[src/hw/rtl/rmq_pkg.sv]
// Shared types of the rotation matrix to quaternion core.
// No dependencies.
`default_nettype none
package rmq_pkg;
   typedef enum logic [1:0] {
      BR_TRACE,
      BR_M0,
      BR_M5,
      BR_M10
   } branch_type;

   localparam int unsigned BRANCH_BITS = 2;
endpackage
`default_nettype wire

[src/hw/rtl/rmq_sqrt_pipe.sv]
// Pipelined restoring integer square root, one result bit per stage.
// Carries a valid bit and an opaque sideband word alongside; uses rmq_pkg.
`default_nettype none
module rmq_sqrt_pipe
   import rmq_pkg::*;
#(
   parameter int unsigned ROOT_W = 16,
   parameter int unsigned SIDE_W = 8
) (
   input  wire logic                  clock,
   input  wire logic                  reset,
   input  wire logic                  en,
   input  wire logic                  in_valid,
   input  wire logic [2*ROOT_W-1:0]   in_rad,
   input  wire logic [SIDE_W-1:0]     in_side,
   output logic                       out_valid,
   output logic [ROOT_W-1:0]          out_root,
   output logic [SIDE_W-1:0]          out_side
);
   localparam int unsigned VW = 2 * ROOT_W;
   localparam int unsigned RMW = ROOT_W + 2;

   logic              valid_ff [ROOT_W];
   logic [VW-1:0]     rad_ff   [ROOT_W];
   logic [RMW-1:0]    rem_ff   [ROOT_W];
   logic [ROOT_W-1:0] root_ff  [ROOT_W];
   logic [SIDE_W-1:0] side_ff  [ROOT_W];

   for (genvar i = 0; i < ROOT_W; i++) begin : g_stage
      logic              valid_prev;
      logic [VW-1:0]     rad_prev;
      logic [RMW-1:0]    rem_prev;
      logic [ROOT_W-1:0] root_prev;
      logic [SIDE_W-1:0] side_prev;
      logic [RMW:0]      rem_shift;
      logic [RMW:0]      trial;
      logic [RMW-1:0]    rem_in;
      logic [ROOT_W-1:0] root_in;

      if (i == 0) begin : g_first
         assign valid_prev = in_valid;
         assign rad_prev   = in_rad;
         assign rem_prev   = '0;
         assign root_prev  = '0;
         assign side_prev  = in_side;
      end else begin : g_next
         assign valid_prev = valid_ff[i-1];
         assign rad_prev   = rad_ff[i-1];
         assign rem_prev   = rem_ff[i-1];
         assign root_prev  = root_ff[i-1];
         assign side_prev  = side_ff[i-1];
      end

      always_comb begin
         rem_shift = {rem_prev[RMW-2:0], rad_prev[VW-1:VW-2]};
         trial     = (RMW+1)'({root_prev, 2'b01});
         if (rem_shift >= trial) begin
            rem_in  = RMW'(rem_shift - trial);
            root_in = {root_prev[ROOT_W-2:0], 1'b1};
         end else begin
            rem_in  = RMW'(rem_shift);
            root_in = {root_prev[ROOT_W-2:0], 1'b0};
         end
      end

      always_ff @(posedge clock) begin
         if (reset) begin
            valid_ff[i] <= 1'b0;
         end else if (en) begin
            valid_ff[i] <= valid_prev;
         end
         if (en) begin
            rad_ff[i]  <= {rad_prev[VW-3:0], 2'b00};
            rem_ff[i]  <= rem_in;
            root_ff[i] <= root_in;
            side_ff[i] <= side_prev;
         end
      end
   end

   assign out_valid = valid_ff[ROOT_W-1];
   assign out_root  = root_ff[ROOT_W-1];
   assign out_side  = side_ff[ROOT_W-1];
endmodule
`default_nettype wire

[config.mk]
export PLATFORM = sky130hd
export DESIGN_NAME = rmq_sqrt_pipe
export DESIGN_NICKNAME = d
export VERILOG_FILES = /design/src/hw/rtl/rmq_pkg.sv /design/src/hw/rtl/rmq_sqrt_pipe.sv
export SDC_FILE = /design/constraint.sdc
export NUM_CORES = 1
export LEC_CHECK = 0
export BUFFER_PORTS_ARGS = -buffer_cell sky130_fd_sc_hd__buf_2
export CAP_MARGIN = 20
export CORE_MARGIN = 1.5
export CORE_UTILIZATION = 60
export CTS_BUF_LIST = sky130_fd_sc_hd__clkbuf_8
export DETAILED_ROUTE_END_ITERATION = 8
export PLACE_DENSITY = 0.77
export REMOVE_ABC_BUFFERS = 1
export SLEW_MARGIN = 20
export SYNTH_ARGS = -nofsm -noshare
export SYNTH_HDL_FRONTEND = slang
export SYNTH_SLANG_ARGS = --single-unit
[constraint.sdc]
create_clock -name clock -period 3.3 [get_ports clock]
set_clock_uncertainty 0.15 [all_clocks]
set_input_delay 0.33 -clock clock [delete_from_list [all_inputs] [get_ports clock]]
set_output_delay 0.33 -clock clock [all_outputs]
set_load 0.02 [all_outputs]
# After elaboration in Yosys (flattened, before gate mapping)
# Memory sizes are Yosys's and may differ from the RTL's.
# Index checks and enable logic that the tools add are counted.
# Widths: inputs -> output; s select.
[totals]
inputBits = 44
mem_count = 5
ramBits = 1168
elab_cells = 107
ff_bits = 0
[memory_table]
columns = ["name", "words", "word_bits", "read_ports", "rd_clocked_by_memory_dff", "wr", "line", "text"]
rows = [
  ["rad_ff", 16, 30, 15, 0, 16, "rmq_sqrt_pipe.sv:24", "logic [VW-1:0] rad_ff [ROOT_W];"],
  ["rem_ff", 16, 18, 15, 0, 16, "rmq_sqrt_pipe.sv:25", "logic [RMW-1:0] rem_ff [ROOT_W];"],
  ["root_ff", 16, 16, 16, 0, 16, "rmq_sqrt_pipe.sv:26", "logic [ROOT_W-1:0] root_ff [ROOT_W];"],
  ["side_ff", 16, 8, 16, 0, 16, "rmq_sqrt_pipe.sv:27", "logic [SIDE_W-1:0] side_ff [ROOT_W];"],
  ["valid_ff", 16, 1, 16, 0, 16, "rmq_sqrt_pipe.sv:23", "logic valid_ff [ROOT_W];"],
]
[classes]
addsub = 16
bitwise = 16
n_lt_le_gt_ge = 16
muxes = 54
[ops]
columns = ["cell", "n"]
rows = [
  ["$mux 18", 16],
  ["$ge 19x18->1", 15],
  ["$sub 18x18->18", 15],
  ["$mux 1", 38],
  ["$or 1x1->1", 16],
  ["$sub 2x1->3 const B", 1],
  ["$ge 2x1->1 const B", 1],
]

# Depth between registers and ports, before layout
[logic_depth]
depth_word = 4
depth_mapped = 12
ltp_nobuf = 10

# Worst setup path before layout
# OpenSTA, ideal clock, no wires.
[synth_timing]
path_type = "register to register"
start = "memory rem_ff[1][1] in the netlist's numbering"
end = "memory rem_ff[1][26] in the netlist's numbering (data pin)"
t_arrival_ps = 2445
path_stages_with_launch = 9
path_slack_ps = 434
path_cell_list = "edfxtp_1 -> ha_1 -> a21oi_1 -> a21oi_1 -> a211o_1 -> o31a_1 -> nor3_1 -> clkbuf_1 -> o31ai_1"
[synth_lines]
columns = ["item", "line"]
rows = [
  ["start: declaration", "rmq_sqrt_pipe.sv:25"],
]

==> summary.txt <==
Placement
  • Post-Place Worst Slack: 0.183 ns
  • Port Buf Inserts: around 70
  • Total placed cells including tap cells: about 3100
  • DP HPWL: around 39 mm
  • Routability congestion estimate: roughly 0.86

Global route
  • Total GRT Usage: between 20% and 30%
  • Vias in the first global route: around 19000
  • Gr ovfl total: 0
  • Initial antenna violation count: 2
  • First-pass GRT wire length: ~94 mm
  • Largest net degree at the start of global routing: between 90 and 100

Timing
  • Slew Viols, Final: 0
  • Final Setup Violations: 0
  • Actual slew at the worst max-slew pin: 0.833 ns
  • PnR worst setup slack: roughly 0.17 ns
  • Final min period: 3.13 ns
  • Min Hold Slack: 0.166 ns
  • Slew headroom: between 40% and 50%
  • Setup TNS: 0 ns
  • F_max: roughly 320 MHz
  • Final Hold Vio Count: 0
  • Tcrit/Tclk final: between 90% and 100%

Yosys
  • Synth top area cells: edfxtp_1 69%, ha_1 5.8%, xor2_1 2.2%, inv_1 2.1%, xnor2_1 1.9%
  • Register area share after synthesis: around 69%
  • Cells after synthesis: 2315
  • Synthesized area per cell: around 14 um2
  • #FFs+latches synth: 757
  • Synth area leader: edfxtp_1
  • Top-area cell type share of the netlist area: between 60 and 70%
  • Most used flip-flop cell after synthesis: edfxtp_1
  • Synth warnings: 0
  • Library cells used by synthesis: 79
  • EDFF count, synth: 757
  • Synthesized cell area: 32800 um2
  • Async set-reset flop share out of synthesis: 0%

Layout
  • Filler Cell Count: approximately 3700
  • Area Overhead vs Synth: 12.6%
  • Commonest non-fill, non-tap cell in the layout: edfxtp_1
  • Final nets: 2746
  • Share of layout cells above drive strength 1: 10.8%
  • Post-Layout Cell Count: between 3000 and 4000
  • Most frequent cells in the layout: 757 x edfxtp_1, 219 x inv_1, 152 x ha_1

Floorplanning
  • Chip Width: 237 um
  • Core area: roughly 54000 um2
  • Die area: roughly 56000 um2
  • Initial core utilization: 60.9%
  • Die height: between 200 and 250 um
  • # IOs: between 60 and 70
  • Row count: between 80 and 90

Power and ir drop
  • Final Total Pwr: roughly 0.023 W
  • Psw: approximately 0.006 W
  • Internal: 0.0168 W
  • Switching Fraction: 26.0%
  • Cell area power density: 616 nW/um2
  • Comb pwr share: around 14%
  • Peak VDD IR: ~0.00050 V
  • Clock network power share: 32.0%
  • Part of the power in registers: 53.9%
  • LEAKAGE: about 14 nW

Clock tree
  • TritonCTS clock tree: done
  • Clock latency on the worst-skew pair: ~0.73 ns
  • CTS sink cnt: 757
  • CTS Buffer Depth: 3
  • CTS clock-pin slew for the worst setup and hold paths: 0.06 ns
  • CTS buffer count: around 120
  • Root buf cell: clkbuf_8
  • H-Tree Depth: 3
  • Resize count post-CTS: 0

Drt
  • Via count: 18700
  • Via density: around 5.6
  • Residual DRC: 0
  • Routed WL: 58.0 mm
  • DR WL/cell: 17.4 um
  • DRT antenna net count: 0
  • First-pass DRT Iterations: 6
  • Initial drt markers: roughly 1300

Worst setup path
  • Arrival @ worst endpoint: 3.42 ns
  • Data required time of the critical path: ~3.6 ns
  • Element type at the critical path end: flop
  • Reg2Reg Setup Slack: 0.17 ns
  • Nature of the critical path startpoint: flop
  • WS Path Type: flop to flop
  • Critical-path maximum fanout: 19

Job
  • Max-cap violation count: 0

Run status
  • Outcome: completed

Hold path
  • HP Class: input port to flop
-- registers in the layout, summed over array words and instances (netlist names) --
| signal | count |
|---|---|
| valid_ff | 16 |
| rad_ff | 240 |
| rem_ff | 237 |
| root_ff | 136 |
| side_ff | 128 |
-- worst max-delay path: stages (launching register included) --
cell	delay, ns
edfxtp_1	0.42
ha_1	0.37
o21a_1	0.14
or4_1	0.43
a31oi_1	0.34
o21bai_1	0.18
a21o_1	0.43
mux2_1	0.40
-- per-stage QoR --
| step | area, um2 | util (%) |
|---|---|---|
| CTS | 36900 | 68.5 |
| detailed placement | 34300 | 63.6 |
| global route | 37000 | 68.6 |
| global placement | 34300 | 63.6 |
| floorplan | 32700 | - |
| finish | 37000 | 68.6 |
-- Yosys cell counts, drive strengths merged, types with 29 or more instances --
| cell type | n |
|---|---|
| o21ai | 123 |
| mux2 | 30 |
| o21a | 44 |
| a21o | 47 |
| ha | 152 |
| xnor2 | 71 |
| xor2 | 81 |
| inv | 189 |
| edfxtp | 757 |
| clkbuf | 29 |
| a21oi | 101 |
| nor2 | 140 |
| nand2 | 136 |
| nor3 | 51 |
-- worst paths after layout --
check	start	end	depth (start not counted)
worst max register to register	rem_ff[0][126]	rem_ff[1][7]	7
worst max-delay path	rem_ff[0][126]	rem_ff[1][7]	7
worst min-delay path	in_side[6]	side_ff[0][6]	2
worst min register to register	rad_ff[0][203]	rad_ff[0][235]	0
-- power by group through the flow --
stage          Sequential, W  Combinational [W]  Clock, W
5_1_grt               0.0123            0.00358   0.00790
6_report              0.0123            0.00321   0.00729
3_3_place_gp          0.0124            0.00302         0
3_5_place_dp          0.0124            0.00312         0
2_1_floorplan         0.0123            0.00223         0
4_1_cts               0.0123            0.00319   0.00751
-- metal layers --
metal	part of all wire, %	track usage [%]	wire length (um)
met1	43	27.9	25200
met2	49	35.3	28300
met3	5.2	4.22	3010
met4	2.6	7.30	1490
met5	0	0	0
-- area by class of cell --
cell class / instances / area, um2 / share of cell area, %
sequential: 757 / 22700 / 61.5
timing repair buffer: 150 / 1170 / 3.15
antenna: 2 / 5.00 / 0.0135
clock inverter: 90 / 617 / 1.67
inverter: 190 / 713 / 1.93
clock buffer: 116 / 1600 / 4.32
multi-input combinational: 1335 / 9270 / 25.1
tap: 696 / 871 / 2.36
-- logic make-up after synthesis --
logic type / count (synthesis) / synth area share [%]
compound gates: 440 / 8.62
xor+xnor: 152 / 4.05
fa+ha+maj: 152 / 5.79
buf+inv: 223 / 2.59
flops: 757 / 69.2
mux: 41 / 1.36
other cells: 1 / 0.0114
simple gates: 549 / 8.36
-- repair_timing --
| item | 4_1_cts | 5_1_grt |
|---|---|---|
| endpoints found under the hold margin | 118 | 0 |
| setup buffers | 0 | 3 |
| hold buffers | 45 | 0 |
| endpoints found under the setup margin | 0 | 9 |
Power figures use the tool's default switching activity.
