### src/hw/rtl/rmq_pkg.sv
// Shared types of the rotation matrix to quaternion core.
// No dependencies.
`default_nettype none
package rmq_pkg;
   typedef enum logic [1:0] {
      BR_TRACE,
      BR_M0,
      BR_M5,
      BR_M10
   } branch_type;

   localparam int unsigned BRANCH_BITS = 2;
endpackage
`default_nettype wire

### src/hw/rtl/rmq_div_pipe.sv
// Pipelined restoring unsigned divider, one numerator bit per stage.
// Keeps the low QUOT_W quotient bits; carries valid and a sideband word.
`default_nettype none
module rmq_div_pipe
   import rmq_pkg::*;
#(
   parameter int unsigned NUM_W  = 28,
   parameter int unsigned DEN_W  = 16,
   parameter int unsigned QUOT_W = 14,
   parameter int unsigned SIDE_W = 8
) (
   input  wire logic               clock,
   input  wire logic               reset,
   input  wire logic               en,
   input  wire logic               in_valid,
   input  wire logic [NUM_W-1:0]   in_num,
   input  wire logic [DEN_W-1:0]   in_den,
   input  wire logic [SIDE_W-1:0]  in_side,
   output logic                    out_valid,
   output logic [QUOT_W-1:0]       out_quot,
   output logic [SIDE_W-1:0]       out_side
);
   localparam int unsigned RMW = DEN_W + 1;

   logic              valid_ff [NUM_W];
   logic [NUM_W-1:0]  num_ff   [NUM_W];
   logic [DEN_W-1:0]  den_ff   [NUM_W];
   logic [RMW-1:0]    rem_ff   [NUM_W];
   logic [QUOT_W-1:0] quot_ff  [NUM_W];
   logic [SIDE_W-1:0] side_ff  [NUM_W];

   for (genvar i = 0; i < NUM_W; i++) begin : g_stage
      logic              valid_prev;
      logic [NUM_W-1:0]  num_prev;
      logic [DEN_W-1:0]  den_prev;
      logic [RMW-1:0]    rem_prev;
      logic [QUOT_W-1:0] quot_prev;
      logic [SIDE_W-1:0] side_prev;
      logic [RMW-1:0]    rem_shift;
      logic [RMW-1:0]    rem_in;
      logic              qbit;

      if (i == 0) begin : g_first
         assign valid_prev = in_valid;
         assign num_prev   = in_num;
         assign den_prev   = in_den;
         assign rem_prev   = '0;
         assign quot_prev  = '0;
         assign side_prev  = in_side;
      end else begin : g_next
         assign valid_prev = valid_ff[i-1];
         assign num_prev   = num_ff[i-1];
         assign den_prev   = den_ff[i-1];
         assign rem_prev   = rem_ff[i-1];
         assign quot_prev  = quot_ff[i-1];
         assign side_prev  = side_ff[i-1];
      end

      always_comb begin
         rem_shift = {rem_prev[RMW-2:0], num_prev[NUM_W-1]};
         qbit      = (rem_shift >= RMW'(den_prev));
         rem_in    = qbit ? RMW'(rem_shift - RMW'(den_prev)) : rem_shift;
      end

      always_ff @(posedge clock) begin
         if (reset) begin
            valid_ff[i] <= 1'b0;
         end else if (en) begin
            valid_ff[i] <= valid_prev;
         end
         if (en) begin
            num_ff[i]  <= num_prev << 1;
            den_ff[i]  <= den_prev;
            rem_ff[i]  <= rem_in;
            quot_ff[i] <= QUOT_W'({quot_prev, qbit});
            side_ff[i] <= side_prev;
         end
      end
   end

   assign out_valid = valid_ff[NUM_W-1];
   assign out_quot  = quot_ff[NUM_W-1];
   assign out_side  = side_ff[NUM_W-1];
endmodule
`default_nettype wire

### config.mk
export PLATFORM = sky130hd
export DESIGN_NAME = rmq_div_pipe
export DESIGN_NICKNAME = d
export VERILOG_FILES = /design/src/hw/rtl/rmq_pkg.sv /design/src/hw/rtl/rmq_div_pipe.sv
export SDC_FILE = /design/constraint.sdc
export NUM_CORES = 2
export LEC_CHECK = 0
export BUFFER_PORTS_ARGS = -buffer_cell sky130_fd_sc_hd__buf_2
export CORE_ASPECT_RATIO = 0.5
export CORE_MARGIN = 3
export CORE_UTILIZATION = 35
export DETAILED_ROUTE_END_ITERATION = 6
export GPL_ROUTABILITY_DRIVEN = 0
export MAX_ROUTING_LAYER = met4
export PLACE_DENSITY = 0.56
export SYNTH_ARGS = -nofsm -noshare
export SYNTH_HDL_FRONTEND = slang
export SYNTH_SLANG_ARGS = --single-unit
### constraint.sdc
create_clock -name clock -period 4.4 [get_ports clock]
set_input_delay 0.88 -clock clock [delete_from_list [all_inputs] [get_ports clock]]
set_output_delay 0.88 -clock clock [all_outputs]
set_load 0.02 [all_outputs]
==> Word level (Yosys, flattened, before mapping) <==
Memories as Yosys holds them, arrays and structs flattened.
Index checks and enable logic that the tools add are counted.
{ "word_totals": {"ff_bits": 0, "latchBits": 0, "mem_bits_rw": 2324, "rom_bits": 0, "input_bits": 56, "output_inout_bits": 23, "memories": 6} }
{ "classes": {"addsub": 28, "multipliers": 0, "div": 0, "n_lt_le_gt_ge": 28, "eq_ne": 0, "n_shift": 0, "n_mux": 62, "bitwise": 28, "n_reduce_logical": 0} }
{ "memory_table": {"columns": ["memory", "depth", "width", "rd", "rd_ports_with_merged_regs", "wr", "line", "source"], "rows": [
  ["num_ff", 28, 27, 27, 0, 28, "rmq_div_pipe.sv:26", "logic [NUM_W-1:0] num_ff [NUM_W];"],
  ["rem_ff", 28, 17, 27, 0, 28, "rmq_div_pipe.sv:28", "logic [RMW-1:0] rem_ff [NUM_W];"],
  ["den_ff", 28, 16, 27, 0, 28, "rmq_div_pipe.sv:27", "logic [DEN_W-1:0] den_ff [NUM_W];"],
  ["quot_ff", 28, 14, 28, 0, 28, "rmq_div_pipe.sv:29", "logic [QUOT_W-1:0] quot_ff [NUM_W];"],
  ["side_ff", 28, 8, 28, 0, 28, "rmq_div_pipe.sv:30", "logic [SIDE_W-1:0] side_ff [NUM_W];"],
  ["valid_ff", 28, 1, 28, 0, 28, "rmq_div_pipe.sv:25", "logic valid_ff [NUM_W];"]
]} }
{ "ops": {"columns": ["operator", "count"], "rows": [
  ["$mux W17", 28],
  ["$ge A17 B16 Y1", 27],
  ["$sub A17 B16 Y17", 27],
  ["$mux W1", 34],
  ["$or A1 B1 Y1", 28],
  ["$sub A1 B16 Y17", 1],
  ["$ge A1 B16 Y1", 1]
]} }

==> Longest topological paths before layout <==
{ "logic_depth": {"word_depth": 4, "depth_mapped": 12, "depth_no_buf": 12} }

==> Least setup slack after synthesis <==
No wires, ideal clock.
{ "synth_path": {"path_kind": "reg2reg", "startpoint": "memory den_ff[16][1], in the netlist den_ff[1][1]", "endpoint": "memory rem_ff[1][26] (netlist bit), data pin", "arrival_ps": 2903, "t_required_ps": 4140, "path_slack_ps": 1237, "path_stages_with_launch": 12, "path_cell_list": "edfxtp_1 inv_1 ha_1 nor2b_1 o31a_1 o31ai_1 a31oi_1 o31ai_1 a21oi_1 a2111oi_4 buf_4 mux2_2"} }
{ "synth_lines": {"columns": ["element", "line"], "rows": [
  ["start, declared", "rmq_div_pipe.sv:27"],
  ["end, declared", "rmq_div_pipe.sv:28"]
]} }

==> results.py <==
metrics = {
    "clock_network": {
        "cts_tree": "done",
        "cts_num_sinks": 1599,
        "clk_path_buf_depth": 4,
        "clock_latency_ns": 0.80,
        "clkTransAtPathRegs_ns": 0.06,
        "clockRootBuffer": "clkbuf_16",
        "cts_hold_buf": 0,
        "cts.htree.levels": 4,
        "cts_post_setup_buffers_inserted": 0,
        "cts_buffers": 160,
        "cts_resized": 0,
    },
    "placement": {
        "io_buffer_count": 78,
        "pre_cts_ws_ns": 0.6455,
        "dp_hpwl_mm": 90.89,
        "place_inst": 8194,
    },
    "floorplanning": {
        "die_h_um": 331.0,
        "die-area_um2": 217200,
        "fp.dieW_um": 656.1,
        "ios": 79,
        "core_um2": 208500,
        "initial_core_util_pct": 35.47,
        "rows": 118,
    },
    "critical_path": {
        "reg2reg_slack_ns": 0.65,
        "cp_slowest_stage_delay_ns": 0.89,
        "path_cells": "inv_1, ha_1, nor2b_4, o31a_1, o31ai_2, a311oi_1, a221oi_2, a31oi_1, or4_1, mux2_4",
        "critPathLaunchType": "flip-flop",
        "r2r_cells": 10,
        "worstSetupPathType": "reg2reg",
        "cp_data_arrival_time_ns": 4.26,
        "path_delay_family": "compound AO/OA/AOI/OAI gates",
        "cp_num_buf_inv": 1,
        "cp_max_fo": 17,
        "r2r_end": "rem_ff[1][112]",
        "r2r-start": "den_ff[1][81]",
        "crit_end": "rem_ff[1][112]",
        "cp.depth": 10,
        "cp_slowest_cell": "or4_1",
        "critPathLaunch": "den_ff[1][81]",
        "required_ns": 4.91,
        "cp-end-kind": "flip-flop",
    },
    "synthesis": {
        "synth_top_flop_cell": "edfxtp_1",
        "synth_common_cells": "edfxtp_1, inv_1, ha_1, nor2_1, mux2_2",
        "synth_seq_cells": 1599,
        "synth.most_common_cell": "edfxtp_1",
        "synthArstFlopShare_pct": 0,
        "synthSimpleGateAreaFrac_pct": 6.680,
        "yosysTopAreaCellShare_pct": 64.93,
        "synth_compound_area_share_pct": 8.504,
        "synth_xor_area_share_pct": 3.494,
        "yosysSeqAreaShare_pct": 64.93,
        "synthMuxAreaShare_pct": 5.137,
        "yosysUniqueCellTypes": 82,
        "avgSynthCellArea_um2": 13.97,
        "synth_nets": 5809,
        "netlist_area_um2": 73950,
        "yosysTopAreaCell": "edfxtp_1",
        "synth_top_family_by_area": "compound AO/OA/AOI/OAI gates",
        "synth_top_cells_by_area": "edfxtp_1, ha_1, mux2_2",
        "synthAdderAreaFrac_pct": 8.047,
        "synthCells": 5293,
        "synth_edf_count": 1599,
        "yosys_warnings": 0,
    },
    "final_layout": {
        "fill_cells": 19260,
        "seqCellArea_um2": 48020,
        "instances_no_fill": 8464,
        "fin_nets": 6052,
        "syn_to_final_growth_pct": 12.45,
        "drive_above_1_share_pct": 12.30,
        "diodes": 0,
        "multi_input_area_um2": 23590,
        "final_core_util_pct": 39.89,
    },
    "routing": {
        "firstDrtPassIters": 6,
        "vias": 41120,
        "vias_per_cell": 4.859,
        "postRouteAntennaNets": 0,
        "drt_iter0_markers": 2633,
        "drc": 0,
        "routed_wl_mm": 130.8,
        "avgRoutedWirePerCell_um": 15.46,
    },
    "grt": {
        "track_usage_pct": 12.30,
        "antenna_found_initial": 1,
        "globalRoute.totalOverflow": 0,
        "grt_start_max_net_pins": 137,
        "grt_pass1_vias": 42780,
        "grt_pass1_wl_mm": 215.3,
    },
    "timing": {
        "setup_violations": 0,
        "finalCritPeriodShare_pct": 85.26,
        "setup_ws_ns": 0.6486,
        "max_freq_ghz": 0.2666,
        "slew_headroom_pct": 37.90,
        "rsz0062_at_grt": "no",
        "worst_pin_slew_ns": 0.9314,
        "post-route-min-period_ns": 3.751,
        "finalHoldViolCount": 0,
        "fin_tns_setup_ns": 0,
        "slew_viol_final": 0,
        "fin_skew_ns": 0.06939,
    },
    "power": {
        "peakVddDrop_mv": 0.3037,
        "pwr-share-seq_pct": 40.1,
        "power.internal_mw": 38.13,
        "p_total_mw": 55.91,
        "power_frac_comb_pct": 36.5,
        "powerDensity_nw_per_um2": 672.3,
        "netSwitchingPower_mw": 17.78,
        "sw_frac_of_total_pct": 31.80,
        "leakage_nw": 31.71,
        "clkPwrFrac_pct": 23.4,
    },
    "worst_hold_path": {
        "hold_class": "in2reg",
    },
    "outcome": {
        "outcome": "finished clean",
    },
    "run": {
        "drv_cap": 0,
    },
}
[cells by family (layout without fill, tap and decap cells)]
family	after synthesis	count (layout)
buf+inv	614	965
compound gates	974	974
xor+xnor	295	295
mux	339	339
simple gates	1012	1012
flops	1599	1599
fa+ha+maj	460	460
[how the worst min path moves through the flow]
stage,from,end,slack [ns],cells after the start
floorplan,num_ff[0][0],num_ff[0][28],0.40,0
global placement,num_ff[4][40],num_ff[5][14],0.40,0
detailed placement,num_ff[0][17],num_ff[0][45],0.40,0
CTS,in_num[25],num_ff[0][25],0.15,1
global route,in_side[7],side_ff[0][7],0.16,1
finish,in_side[5],side_ff[0][5],0.25,1
[layout make-up]
class	count	area share (%)
Sequential cell	1599	57.74
Timing Repair Buffer	134	1.264
Multi-Input combinational cell	3080	28.37
Tap cell	2820	4.243
Clock inverter	79	0.8455
Inverter	561	2.534
Clock buffer	191	5.006
[worst register-to-register path, cell delays in order, from the launching register on]
cell and delay, ns:
edfxtp_1 0.44, inv_1 0.10, ha_1 0.24, nor2b_4 0.14, o31a_1 0.28, o31ai_2 0.30, a311oi_1 0.21, a221oi_2 0.33
a31oi_1 0.12, or4_1 0.89, mux2_4 0.44
[power by group through the flow]
stage / Sequential [mW] / Combinational [mW] / Clock [mW]
4_1_cts: 22.4 / 20.4 / 13.7
5_1_grt: 22.7 / 22.7 / 14.4
2_1_floorplan: 22.1 / 16.2 / 0
6_report: 22.4 / 20.4 / 13.1
3_3_place_gp: 22.7 / 19.5 / 0
3_5_place_dp: 22.7 / 20.1 / 0
[metal layers]
metal	wire length, µm	GRT usage (%)	part of all wire (%)
met1	55530	13.91	42
met2	65190	21.55	50
met4	5279	5.205	4.0
met3	4848	2.208	3.7
met5	0	-	0
[placed cells by master (no fill, tap or decap), types with 17 or more instances in the layout]
cell,count
and2_1,46
buf_4,38
a211oi_1,33
a21oi_1,291
mux2i_1,36
inv_1,558
o21ai_0,211
clkinv_2,22
o21a_1,66
and3_1,22
clkbuf_16,162
nor4_1,25
or2_2,20
nand2b_1,30
nor2_1,302
buf_2,77
nand3b_1,17
o31a_1,20
clkinv_1,35
a31oi_1,44
fa_1,26
nand2_1,188
clkbuf_1,29
nor2b_1,57
o31ai_1,28
o211ai_1,31
mux2_2,296
xor2_1,102
o21bai_1,19
ha_1,434
edfxtp_1,1599
xnor2_1,193
nand4_1,50
nor3_1,126
buf_12,19
a21o_1,116
or3_1,32
nand3_1,69
[state kept, by name (all words and copies together) (netlist names)]
name      flops
quot_ff     105
rem_ff      432
den_ff      432
side_ff     224
num_ff      378
valid_ff     28
[metrics by stage]
step / area [µm²] / hold WS (ns)
final: 83160 / 0.2501
after global routing: 83160 / 0.1620
after CTS: 83160 / 0.1525
after detailed placement: 78290 / 0.4045
after global placement: 78290 / 0.4004
after floorplan: 73950 / 0.4003
Note: power is estimated with default switching activity, not from simulation.
